--- src/rtl/fratr_pkg.sv ---
// ----------------------------------------------------------------------------
// fratr_pkg
// Shared types and constants of the fragment reassembly tracker.
// ----------------------------------------------------------------------------
package fratr_pkg;

    // default geometry
    localparam int BUCKETS_DEF  = 256;
    localparam int WAYS_DEF     = 2;
    localparam int MAP_BITS_DEF = 64;

    // configuration reset values
    localparam logic [5:0]  HDR_LEN_RESET   = 6'd16;
    localparam logic [15:0] FRAG_SIZE_RESET = 16'd240;

    // header field masks
    localparam logic [3:0] SEQ_LOW_MASK = 4'hF;

    // tag entry: valid, 24-bit source, 12-bit sequence
    localparam int TAG_W   = 37;
    localparam int TAG_VLD = 36;

    // count entry: arrived count over needed count
    localparam int NEED_W = 17;
    localparam int ARR_W  = 14;
    localparam int CNT_W  = NEED_W + ARR_W;

    // divider geometry
    localparam int DIVN_W = 17;
    localparam int DIVD_W = 16;
    localparam logic [4:0] DIV_STEPS = 5'd17;

    // configuration register indexes
    localparam logic CFG_HDR_LEN   = 1'b0;
    localparam logic CFG_FRAG_SIZE = 1'b1;

    typedef enum logic [2:0] {
        ST_RAW         = 3'd0,
        ST_RAW_SHORT   = 3'd1,
        ST_FRAME_SHORT = 3'd2,
        ST_STORED      = 3'd3,
        ST_COMPLETE    = 3'd4,
        ST_BAD_OFFSET  = 3'd5,
        ST_DUPLICATE   = 3'd6,
        ST_FULL        = 3'd7
    } t_status;

    typedef enum logic [2:0] {
        S_IDLE,
        S_PRE,
        S_TAG,
        S_MATCH,
        S_DIV,
        S_FIN
    } t_state;

    typedef struct packed {
        t_status     status;
        logic [8:0]  slot_index;
        logic [5:0]  fragment_index;
        logic [15:0] write_offset;
        logic [15:0] copy_length;
        logic [16:0] message_length;
        logic        copy_header;
    } t_result;

    typedef struct packed {
        logic rd_en;
        logic wr_en;
    } t_mem_ctl;

endpackage

--- src/rtl/fratr_divider.sv ---
// ----------------------------------------------------------------------------
// fratr_divider
// Restoring divider, one quotient bit per cycle.
// ----------------------------------------------------------------------------
module fratr_divider (
    input  logic                           i_clk,
    input  logic                           i_rst_n,
    input  logic                           i_start,
    input  logic [fratr_pkg::DIVN_W-1:0]   i_dividend,
    input  logic [fratr_pkg::DIVD_W-1:0]   i_divisor,
    output logic                           o_busy,
    output logic [fratr_pkg::DIVN_W-1:0]   o_quotient,
    output logic [fratr_pkg::DIVD_W-1:0]   o_remainder
);

    logic                          r_busy;
    logic [4:0]                    r_cnt;
    logic [fratr_pkg::DIVN_W-1:0]  r_quo;
    logic [fratr_pkg::DIVD_W-1:0]  r_rem;
    logic [fratr_pkg::DIVD_W-1:0]  r_div;

    logic [fratr_pkg::DIVD_W:0]    trial;
    logic [fratr_pkg::DIVD_W:0]    diff;
    logic                          ge;

    // one trial subtraction
    always_comb begin
        trial = {r_rem, r_quo[fratr_pkg::DIVN_W-1]};
        diff  = trial - {1'b0, r_div};
        ge    = (trial >= {1'b0, r_div});
    end

    // control
    always_ff @(posedge i_clk) begin
        if (!i_rst_n) begin
            r_busy <= 1'b0;
            r_cnt  <= '0;
        end else if (i_start) begin
            r_busy <= 1'b1;
            r_cnt  <= fratr_pkg::DIV_STEPS;
        end else if (r_busy) begin
            r_cnt <= r_cnt - 5'd1;
            if (r_cnt == 5'd1) begin
                r_busy <= 1'b0;
            end
        end
    end

    // datapath
    always_ff @(posedge i_clk) begin
        if (i_start) begin
            r_quo <= i_dividend;
            r_rem <= '0;
            r_div <= i_divisor;
        end else if (r_busy) begin
            r_quo <= {r_quo[fratr_pkg::DIVN_W-2:0], ge};
            r_rem <= ge ? diff[fratr_pkg::DIVD_W-1:0] : trial[fratr_pkg::DIVD_W-1:0];
        end
    end

    assign o_busy      = r_busy;
    assign o_quotient  = r_quo;
    assign o_remainder = r_rem;

endmodule

--- config.mk ---
export PLATFORM = sky130hd
export DESIGN_NAME = fratr_divider
export DESIGN_NICKNAME = d
export VERILOG_FILES = /design/src/rtl/fratr_pkg.sv /design/src/rtl/fratr_divider.sv
export SDC_FILE = /design/constraint.sdc
export NUM_CORES = 1
export LEC_CHECK = 0
export BUFFER_PORTS_ARGS = -buffer_cell sky130_fd_sc_hd__clkbuf_2
export CELL_PAD_IN_SITES_DETAIL_PLACEMENT = 0
export CELL_PAD_IN_SITES_GLOBAL_PLACEMENT = 1
export CORE_UTILIZATION = 41
export DETAILED_ROUTE_END_ITERATION = 8
export PLACE_DENSITY = 0.89
export SLEW_MARGIN = 15
export SYNTH_ARGS = -nofsm -noshare
export SYNTH_HDL_FRONTEND = slang
export SYNTH_SLANG_ARGS = --single-unit
--- constraint.sdc ---
create_clock -name i_clk -period 3.5 [get_ports i_clk]
set_clock_uncertainty 0.2 [all_clocks]
set_input_delay 0.7 -clock i_clk [delete_from_list [all_inputs] [get_ports i_clk]]
set_output_delay 0.7 -clock i_clk [all_outputs]
set_load 0.01 [all_outputs]
# Word-level counts from Yosys, hierarchy flattened
# Cells that the tools add are included.
[totals] in_bits=36 elab_cells=21 out_inout_bits=34 ff_bits=55
[classes] order_cmp=1 reduce_logical=2 mux=8 bitwise_logic=1 n_eq_ne=1 addsub=2
[ops] cell="$mux W17" count=2
[ops] cell="$ge A17 B16 Y1" count=1
[ops] cell="$mux W16" count=1
[ops] cell="$sub A16 B16 Y16" count=1
[ops] cell="$mux W5" count=2
[ops] cell="$eq A5 B1 Y1 const B" count=1
[ops] cell="$sub A5 B1 Y5 const B" count=1
[ops] cell="$mux W1" count=3
[ops] cell="$reduce_bool A2 Y1" count=1
[ops] cell="$reduce_or A2 Y1" count=1
[ops] cell="$not A1 Y1" count=1

# Depth between registers and ports, before layout
# Gate-level depths: netlist of the first run.
[depth] depth_word=4 depth_mapped=10 ltp_nobuf=9

# Worst setup path before layout of the first run
# No wires, ideal clock.
[synth_timing] kind="register to register" from="register r_rem (netlist bit o_remainder[10])" to="register r_rem (netlist bit o_remainder[4])" arrival_time_ps=2178 setup_time_ps=91 n_path_buf=1 path_stages_with_launch=9 t_required_ps=3209 slack_ps=1031 period_less_slack_ps=2469 cell_sequence="dfxtp_1 > ha_1 > buf_2 > nand3_2 > or4_1 > nand2_2 > o31ai_4 > or3_1 > a311oi_1"
[synth_between] elab_chain_len=2
[synth_rtl] item="from (decl)" line_no="fratr_divider.sv:19" source="logic [fratr_pkg::DIVD_W-1:0] r_rem;"
[synth_rtl] item="from (signal assigned)" line_no="fratr_divider.sv:57" source="r_rem <= ge ? diff[fratr_pkg::DIVD_W-1:0] : trial[fratr_pkg::DIVD_W-1:0];"
[synth_rtl] item="$ge A17 B16 Y1" line_no="fratr_divider.sv:30" source="ge = (trial >= {1'b0, r_div});"
[synth_rtl] item="$mux W16" line_no="fratr_divider.sv:57"
# No other way between the ends.
# A chain may end at the register's enable or synchronous reset.

# Final worst setup path of the first run
[layout_timing] from="register r_rem (netlist bit o_remainder[13])" to="register r_rem (netlist bit o_remainder[2])"
# Same word-level chain as after synthesis.

==> impl_metrics.csv, run 1 <==
group,metric,value,unit
run_status,run_status,"complete, no violations",
place,placement.io_buffers,69,
clock_network,cts.clk_slew.worst_paths,0.10,ns
timing,setup_violations,0,
finish,antennaDiodeCount,0,
yosys,yosysTopAreaCell,"sky130_fd_sc_hd__edfxtp_1",
yosys,yosysUniqueCellTypes,51,
clock_network,cts-hold-fix-buffers,0,
die,floorplan.initialDensity,42.79,%
die,die-height,89.24,µm
yosys,predominant_post_synthesis_flop_cell,"sky130_fd_sc_hd__edfxtp_1",
routing,num_vias,2541,
grt,gr-usage-met2,29.15,%
finish,post-route-util,49.95,%
die,core.rowCount,31,
grt,grtUsageMet1,23.60,%
timing,final.min_clock_period,2.883,ns
worst_setup_path,worst-r2r-cell-count,7,
routing,routedWlPerCell,14.21,µm
clock_network,postCtsSetupBuffers,0,
worst_setup_path,reg2reg_from,"o_remainder[13]",
yosys,synthesis.area_per_instance,9.970,µm²
flow_run,drv_cap,0,
power,report.power.total,0.001429,W
place,hpwlAfterDp,5058,µm
routing,final_antenna_net_count,0,
place,gp_congestion,0.8406,
yosys,post_synth_inst_count,313,
clock_network,clockRootBuffer,"sky130_fd_sc_hd__clkbuf_8",
die,die_w,89.24,µm
yosys,synth_area,3120,µm²
worst_setup_path,crit_path_end_kind,"register",
clock_network,cts-htree-levels,2,
grt,track_usage,17.83,%
grt,overflow_left_after_global_routing,0,
yosys,synth_fp_nets,368,
worst_setup_path,criticalPathCategory,"register to register",
power,total_leakage_power,1.603,nW
worst_setup_path,timing.critical_path.slowest_stage_cell,"sky130_fd_sc_hd__o31ai_4",
timing,fin_setup_tns,0,ns
grt,grt_antenna_before_repair,0,
grt,global_route.usage.met3,3.693,%
finish,syn2layout_area_growth,16.72,%
clock_network,post_cts_resize_count,0,
worst_setup_path,cp_max_fo,16,
yosys,yosysWarningCount,0,
worst_setup_path,worstPathRequired,3.51,ns
clock_network,clock-sinks,55,
timing,finalHoldViolCount,0,
routing,routed_wirelength,6794,µm
worst_setup_path,top_cell_family_by_delay_on_the_critical_path,"compound AO/OA/AOI/OAI gates",
yosys,synth-async-reset-ratio,0,%
grt,grt_most_used_layer,"met2",
routing,detail_route.drc_violations,0,
worst_setup_path,worst-r2r-setup-slack,0.62,ns
grt,via_count_of_the_first_global_routing_pass,2317,
finish,final_net_count,433,
worst_setup_path,critical_path.startpoint_type,"register",
clock_network,tritoncts.num_buffers,5,
clock_network,clk_latency,0.31,ns
power,power_density,392.5,nW/µm²
yosys,ys_seq_area_share,45.87,%
clock_network,cts_tree,"built",
yosys,synth-seq-cells,55,
min_path,timing.hold.worst.start,"o_remainder[5]",
yosys,count_of_flip_flops_with_a_built_in_enable_after_synthesis,33,
yosys,top_post_synthesis_cells_by_area,"sky130_fd_sc_hd__edfxtp_1 (32%), sky130_fd_sc_hd__dfxtp_1 (14%), sky130_fd_sc_hd__ha_1 (7.2%)",
routing,detail_route.vias_per_cell,5.316,
worst_setup_path,timing.rr.end,"o_remainder[2]",
finish,multiInputGateArea,1549,µm²
timing,grt_setup_unrepaired,"no",
min_path,min_delay_worst_endpoint,"o_remainder[6]",
min_path,hold_class,"register to register",
worst_setup_path,critPathBufInv,0,
die,core_ar,7292,µm²
yosys,post-synth-top-area-fraction,31.76,%
worst_setup_path,cp_data_arrival_time,2.90,ns
die,floorplan.io_pins,70,
power,irDropWorstVdd,0.2186,mV
routing,drtPass1Iterations,4,
grt,global_route_wire_length_before_repair,10900,µm
timing,max_slew.worst_pin.slew,0.7874,ns
finish,post_route_cells_drive_above_1_share,26.91,%
routing,drt-initial-drc-count,128,
timing,finalCritPeriodShare,82.37,%
die,die_outline_area,7964,µm²
finish,sequential_cell_area_in_the_final_layout,1431,µm²
timing,slew_headroom,47.51,%
worst_setup_path,worst_setup_path_startpoint,"o_remainder[13]",
timing,report.final.slew_viol_count,0,
worst_setup_path,cp_cell_sequence,"ha_1, a21o_1, a2111oi_2, nand2_2, o31ai_4, nand2_1, a311oi_1",
worst_setup_path,max_stage_delay,0.65,ns
finish,fillers,719,
timing,fmaxAchievable,346.9,MHz
clock_network,clock_tree.buffer_depth,2,
min_path,min_delay_path_depth,2,
grt,grt_max_degree,40,
==> metal layers <==
metal | vias to the layer above | routed length (µm)
li1 | 1273 | -
met5 | - | 0
met3 | 8 | 339
met4 | 0 | 99
met1 | 1193 | 3132
met2 | 67 | 3223
==> worst reg2reg max path, delay by kind of cell, from the launching register on <==
kind | cells | cell delay [ns]
AOI/OAI and AO/OA | 4 | 1.60
and+or+nand+nor | 2 | 0.25
DFF | 1 | 0.36
adders and majority gates | 1 | 0.36
==> final cells by class <==
type / count / area share (%)
multi-input combinational: 223 / 42.53
clock inverter: 3 / 0.6183
sequential: 55 / 39.30
inverter: 21 / 2.164
tap: 99 / 3.401
clock buffer: 5 / 1.889
timing repair buffer: 72 / 10.10
==> cells in the mapped netlist (6+ instances only) <==
cell and instances:
sky130_fd_sc_hd__a21oi_1 20, sky130_fd_sc_hd__nor2_1 27, sky130_fd_sc_hd__nand2b_1 7, sky130_fd_sc_hd__a311oi_1 7, sky130_fd_sc_hd__inv_1 21, sky130_fd_sc_hd__ha_1 18, sky130_fd_sc_hd__xnor2_1 6, sky130_fd_sc_hd__clkbuf_1 7
sky130_fd_sc_hd__dfxtp_1 22, sky130_fd_sc_hd__o21ai_0 13, sky130_fd_sc_hd__nand2_1 34, sky130_fd_sc_hd__edfxtp_1 33, sky130_fd_sc_hd__mux2_2 16
==> worst max-delay path by stage <==
stage          slack (ns)         endpoint  cells after the start
2_1_floorplan        1.03   o_remainder[4]                      8
3_3_place_gp         0.75  o_remainder[10]                      7
3_5_place_dp         0.70   o_remainder[2]                      7
4_1_cts              0.64   o_remainder[2]                      7
5_1_grt              0.46   o_remainder[2]                      7
6_report             0.62   o_remainder[2]                      7
==> flip-flops by register name (all words and copies together), names as in the netlist <==
register,count
o_quotient,17
o_remainder,16
r_cnt,5
r_div,16
o_busy,1
==> power breakdown <==
part           switching, W  internal (W)  total (W)  leakage [nW]
Clock              0.000220      0.000145   0.000365        0.0489
Combinational      0.000164      0.000128   0.000292          1.05
Sequential        0.0000309      0.000742   0.000773         0.508
Total              0.000415       0.00101    0.00143          1.60
==> layout by cell type (no fill, tap or decap), drive strengths merged, types with 4 or more instances in the layout <==
master | Yosys | routed
xor2 | 5 | 5
a21oi | 20 | 20
nand3 | 5 | 5
mux2 | 16 | 16
o211ai | 5 | 5
nor2 | 27 | 27
ha | 18 | 18
a21o | 5 | 5
nand2b | 7 | 7
inv | 21 | 23
edfxtp | 33 | 33
dfxtp | 22 | 22
xnor2 | 6 | 6
a211oi | 5 | 5
a311oi | 7 | 7
a32oi | 4 | 4
clkbuf | 8 | 74
nor2b | 4 | 4
nand2 | 35 | 35
and3 | 5 | 5
o21a | 5 | 5
o21ai | 14 | 14
==> per-stage QoR <==
step	hold slack (ns)	instances	setup slack (ns)	area, µm²
after floorplan	0.2840	313	1.031	3120
after global placement	0.2975	470	0.7484	3551
after detailed placement	0.3198	470	0.7024	3551
after CTS	0.3334	478	0.6364	3642
after global routing	0.3446	478	0.4624	3642
final	0.3265	478	0.6172	3642
==> logic make-up (layout without fill, tap and decap cells) <==
logic type      Yosys count  in the layout  share of synthesized area (%)
flops                    55             55                          45.87
compound gates           80             80                          17.92
simple gates             95             95                          14.35
fa+ha+maj                19             19                          7.859
buf+inv                  35            101                          4.491
mux                      18             18                          6.415
xor+xnor                 11             11                          3.087
Power figures use the tool's default switching activity.
==> run 2: changes to the inputs <==
Settings changed: ABC_AREA set to 1, CORE_UTILIZATION 41 to 40, PLACE_DENSITY 0.89 to 0.91.
Clock period 3.5 ns to 2.9 ns, I/O delays scaled along.
==> run 2 against run 1 <==
Effect of this change: flip-flop and latch count stayed put; cell count is 30% higher; die area is 9.6% higher; core utilization is 0.71 points lower; clock-buffer cell count stayed put; via count is 17% higher; critical path type unchanged; critical endpoint is now o_remainder[7].
==> impl_metrics.csv, run 2 <==
group,metric,value,unit
timing,fmaxAchievable,413.0,MHz
clock_network,clock-sinks,55,
clock_network,cts_tree,"built",
yosys,yosysTopAreaCell,"sky130_fd_sc_hd__edfxtp_1",
clock_network,post_cts_resize_count,0,
yosys,synth_fp_nets,504,
die,die_outline_area,8727,µm²
worst_setup_path,critical_path.startpoint_type,"register",
timing,max_slew.worst_pin.slew,0.7670,ns
routing,met3_wirelength,396,µm
timing,fin_setup_tns,0,ns
timing,final.min_clock_period,2.422,ns
die,core.rowCount,32,
finish,post_route_cells_drive_above_1_share,18.27,%
worst_setup_path,criticalPathCategory,"register to register",
finish,post-route-util,49.24,%
die,die-height,93.42,µm
power,power_density,424.2,nW/µm²
power,report.power.total,0.001647,W
yosys,yosysUniqueCellTypes,34,
routing,met1_length,3549,µm
worst_setup_path,timing.critical_path.slowest_stage_cell,"sky130_fd_sc_hd__nor2_4",
clock_network,clockRootBuffer,"sky130_fd_sc_hd__clkbuf_8",
timing,report.final.slew_viol_count,0,
routing,routedWlPerCell,12.55,µm
timing,slew_headroom,48.81,%
place,hpwlAfterDp,6113,µm
yosys,synth_compound_area_share,4.678,%
yosys,top_post_synthesis_cells_by_area,"sky130_fd_sc_hd__edfxtp_1 (30%), sky130_fd_sc_hd__nand2_1 (19%), sky130_fd_sc_hd__dfxtp_1 (13%)",
finish,most-common-layout-cells,"sky130_fd_sc_hd__nand2_1 (168), sky130_fd_sc_hd__inv_1 (74), sky130_fd_sc_hd__clkbuf_2 (69)",
finish,syn2layout_area_growth,16.17,%
timing,finalHoldViolCount,0,
routing,top_layer_used,"met4",
clock_network,postCtsSetupBuffers,0,
finish,antennaDiodeCount,0,
timing,setup_violations,0,
routing,detail_route.vias_per_cell,4.789,
yosys,synth_xor_area_share,1.834,%
power,irDropWorstVdd,0.2380,mV
clock_network,cts-htree-levels,2,
routing,drt-initial-drc-count,140,
yosys,post_synth_inst_count,449,
yosys,predominant_post_synthesis_flop_cell,"sky130_fd_sc_hd__edfxtp_1",
yosys,yosysWarningCount,0,
yosys,synthTopCellsByCount,"sky130_fd_sc_hd__nand2_1 (168), sky130_fd_sc_hd__inv_1 (74), sky130_fd_sc_hd__nand3_1 (38)",
yosys,synth-seq-cells,55,
timing,finalCritPeriodShare,83.50,%
routing,final_antenna_net_count,0,
yosys,yosysMostFrequentCell,"sky130_fd_sc_hd__nand2_1",
clock_network,cts.clk_slew.worst_paths,0.11,ns
die,core_ar,7888,µm²
clock_network,tritoncts.num_buffers,5,
yosys,synth.mux.area_fraction,0,%
worst_setup_path,max_stage_delay,0.40,ns
yosys,count_of_flip_flops_with_a_built_in_enable_after_synthesis,33,
die,floorplan.io_pins,70,
yosys,yosys.area_share.simple,33.16,%
finish,final_net_count,574,
worst_setup_path,worstPathRequired,2.94,ns
yosys,synth_top_family_by_area,"simple AND/OR/NAND/NOR gates",
yosys,post-synth-top-area-fraction,29.64,%
finish,fillers,776,
grt,overflow_left_after_global_routing,0,
finish,mostFrequentLayoutCell,"sky130_fd_sc_hd__nand2_1",
place,gp_congestion,0.9239,
routing,detail_route.drc_violations,0,
die,floorplan.initialDensity,42.39,%
grt,via_count_of_the_first_global_routing_pass,2882,
yosys,synth-async-reset-ratio,0,%
flow_run,drv_cap,0,
worst_setup_path,cp_max_fo,18,
routing,num_vias,2979,
yosys,ys_seq_area_share,42.81,%
worst_setup_path,cp_cell_sequence,"inv_1, ha_1, a21oi_2, o21a_1, nand2_1, nor2_4, nand2_4, nand2_1, nand3_1, o21ai_0",
clock_network,cts-hold-fix-buffers,0,
clock_network,clock_tree.buffer_depth,2,
grt,grt_max_degree,26,
clock_network,clk_latency,0.32,ns
routing,drtPass1Iterations,4,
yosys,synth_area,3343,µm²
power,total_leakage_power,2.113,nW
routing,met2_wirelength,3764,µm
run_status,run_status,"complete, no violations",
die,die_w,93.42,µm
finish,largest_register_ffs,17,
grt,global_route_wire_length_before_repair,13160,µm
timing,grt_setup_unrepaired,"no",
min_path,hold_class,"input pin to register",
routing,routed_wirelength,7806,µm
worst_setup_path,cp_data_arrival_time,2.46,ns
grt,track_usage,19.28,%
place,placement.io_buffers,69,
yosys,post_synthesis_adder_cell_area_fraction,7.335,%
worst_setup_path,crit_path_frequent_cell,"sky130_fd_sc_hd__nand2_1",
grt,grt_antenna_before_repair,0,
worst_setup_path,crit_path_end_kind,"register",
yosys,synthesis.area_per_instance,7.446,µm²
-- run 2: cell count changes in the layout (fill, tap and decap cells not counted), moves of 7 or more --
cell | before | now
sky130_fd_sc_hd__nand3_1 | 4 | 38
sky130_fd_sc_hd__a21oi_1 | 20 | 8
sky130_fd_sc_hd__inv_1 | 21 | 74
sky130_fd_sc_hd__nand2_1 | 34 | 168
sky130_fd_sc_hd__mux2_2 | 16 | 0
sky130_fd_sc_hd__a311oi_1 | 7 | 0
sky130_fd_sc_hd__nand2b_1 | 7 | 0
-- run 2: through the flow --
stage / instance area (µm²) / worst slack [ns] / std cells / hold WS [ns]
4_1_cts: 3881 / 0.4518 / 622 / 0.2217
5_1_grt: 3884 / 0.3054 / 622 / 0.2188
6_report: 3884 / 0.4785 / 622 / 0.2272
3_3_place_gp: 3784 / 0.5284 / 614 / 0.2726
2_1_floorplan: 3343 / 0.7657 / 449 / 0.2570
3_5_place_dp: 3784 / 0.4885 / 614 / 0.2836
-- run 2: kinds of logic (layout without fill, tap and decap cells) --
logic type / after synthesis / after routing
AO/OA/AOI/OAI: 26 / 26
AND/OR/NAND/NOR: 257 / 257
buffers and inverters: 85 / 156
flip-flops: 55 / 55
adder cells (fa/ha/maj): 19 / 19
XOR/XNOR: 7 / 7
-- run 2: worst paths after layout --
path,from,to,slack (ns),cells past startpoint
worst max-delay path,r_div[14],o_remainder[7],0.48,10
worst min-delay path,i_divisor[7],r_div[7],0.23,1
worst max register to register,r_div[14],o_remainder[7],0.48,10
worst min register to register,o_remainder[5],o_remainder[5],0.30,2
-- run 2: final cells by class --
cell class / count / area (µm²) / share of cell area [%]
multi-input combinational: 309 / 1574 / 40.53
clock inverter: 3 / 28.78 / 0.7410
clock buffer: 5 / 68.82 / 1.772
timing repair buffer: 72 / 367.9 / 9.472
sequential: 55 / 1431 / 36.86
tap: 102 / 127.6 / 3.286
inverter: 76 / 285.3 / 7.345
-- run 2: layer usage --
metal	vias up	track usage (%)
met3	7	3.740
met5	-	0
met1	1349	24.62
li1	1553	-
met4	0	5.000
met2	70	33.27
-- run 2: worst max-delay path: cells and delay by family (launching register included) --
kind | cells | cell delay [ns]
compound gates | 3 | 0.44
fa+ha+maj | 1 | 0.36
buf+inv | 1 | 0.05
simple gates | 5 | 0.91
flops | 1 | 0.36
-- run 2: power by group --
| part | switching, W | internal (W) |
|---|---|---|
| clock network | 0.000281 | 0.000180 |
| logic | 0.000170 | 0.000103 |
| registers | 0.0000265 | 0.000888 |
| total | 0.000477 | 0.00117 |
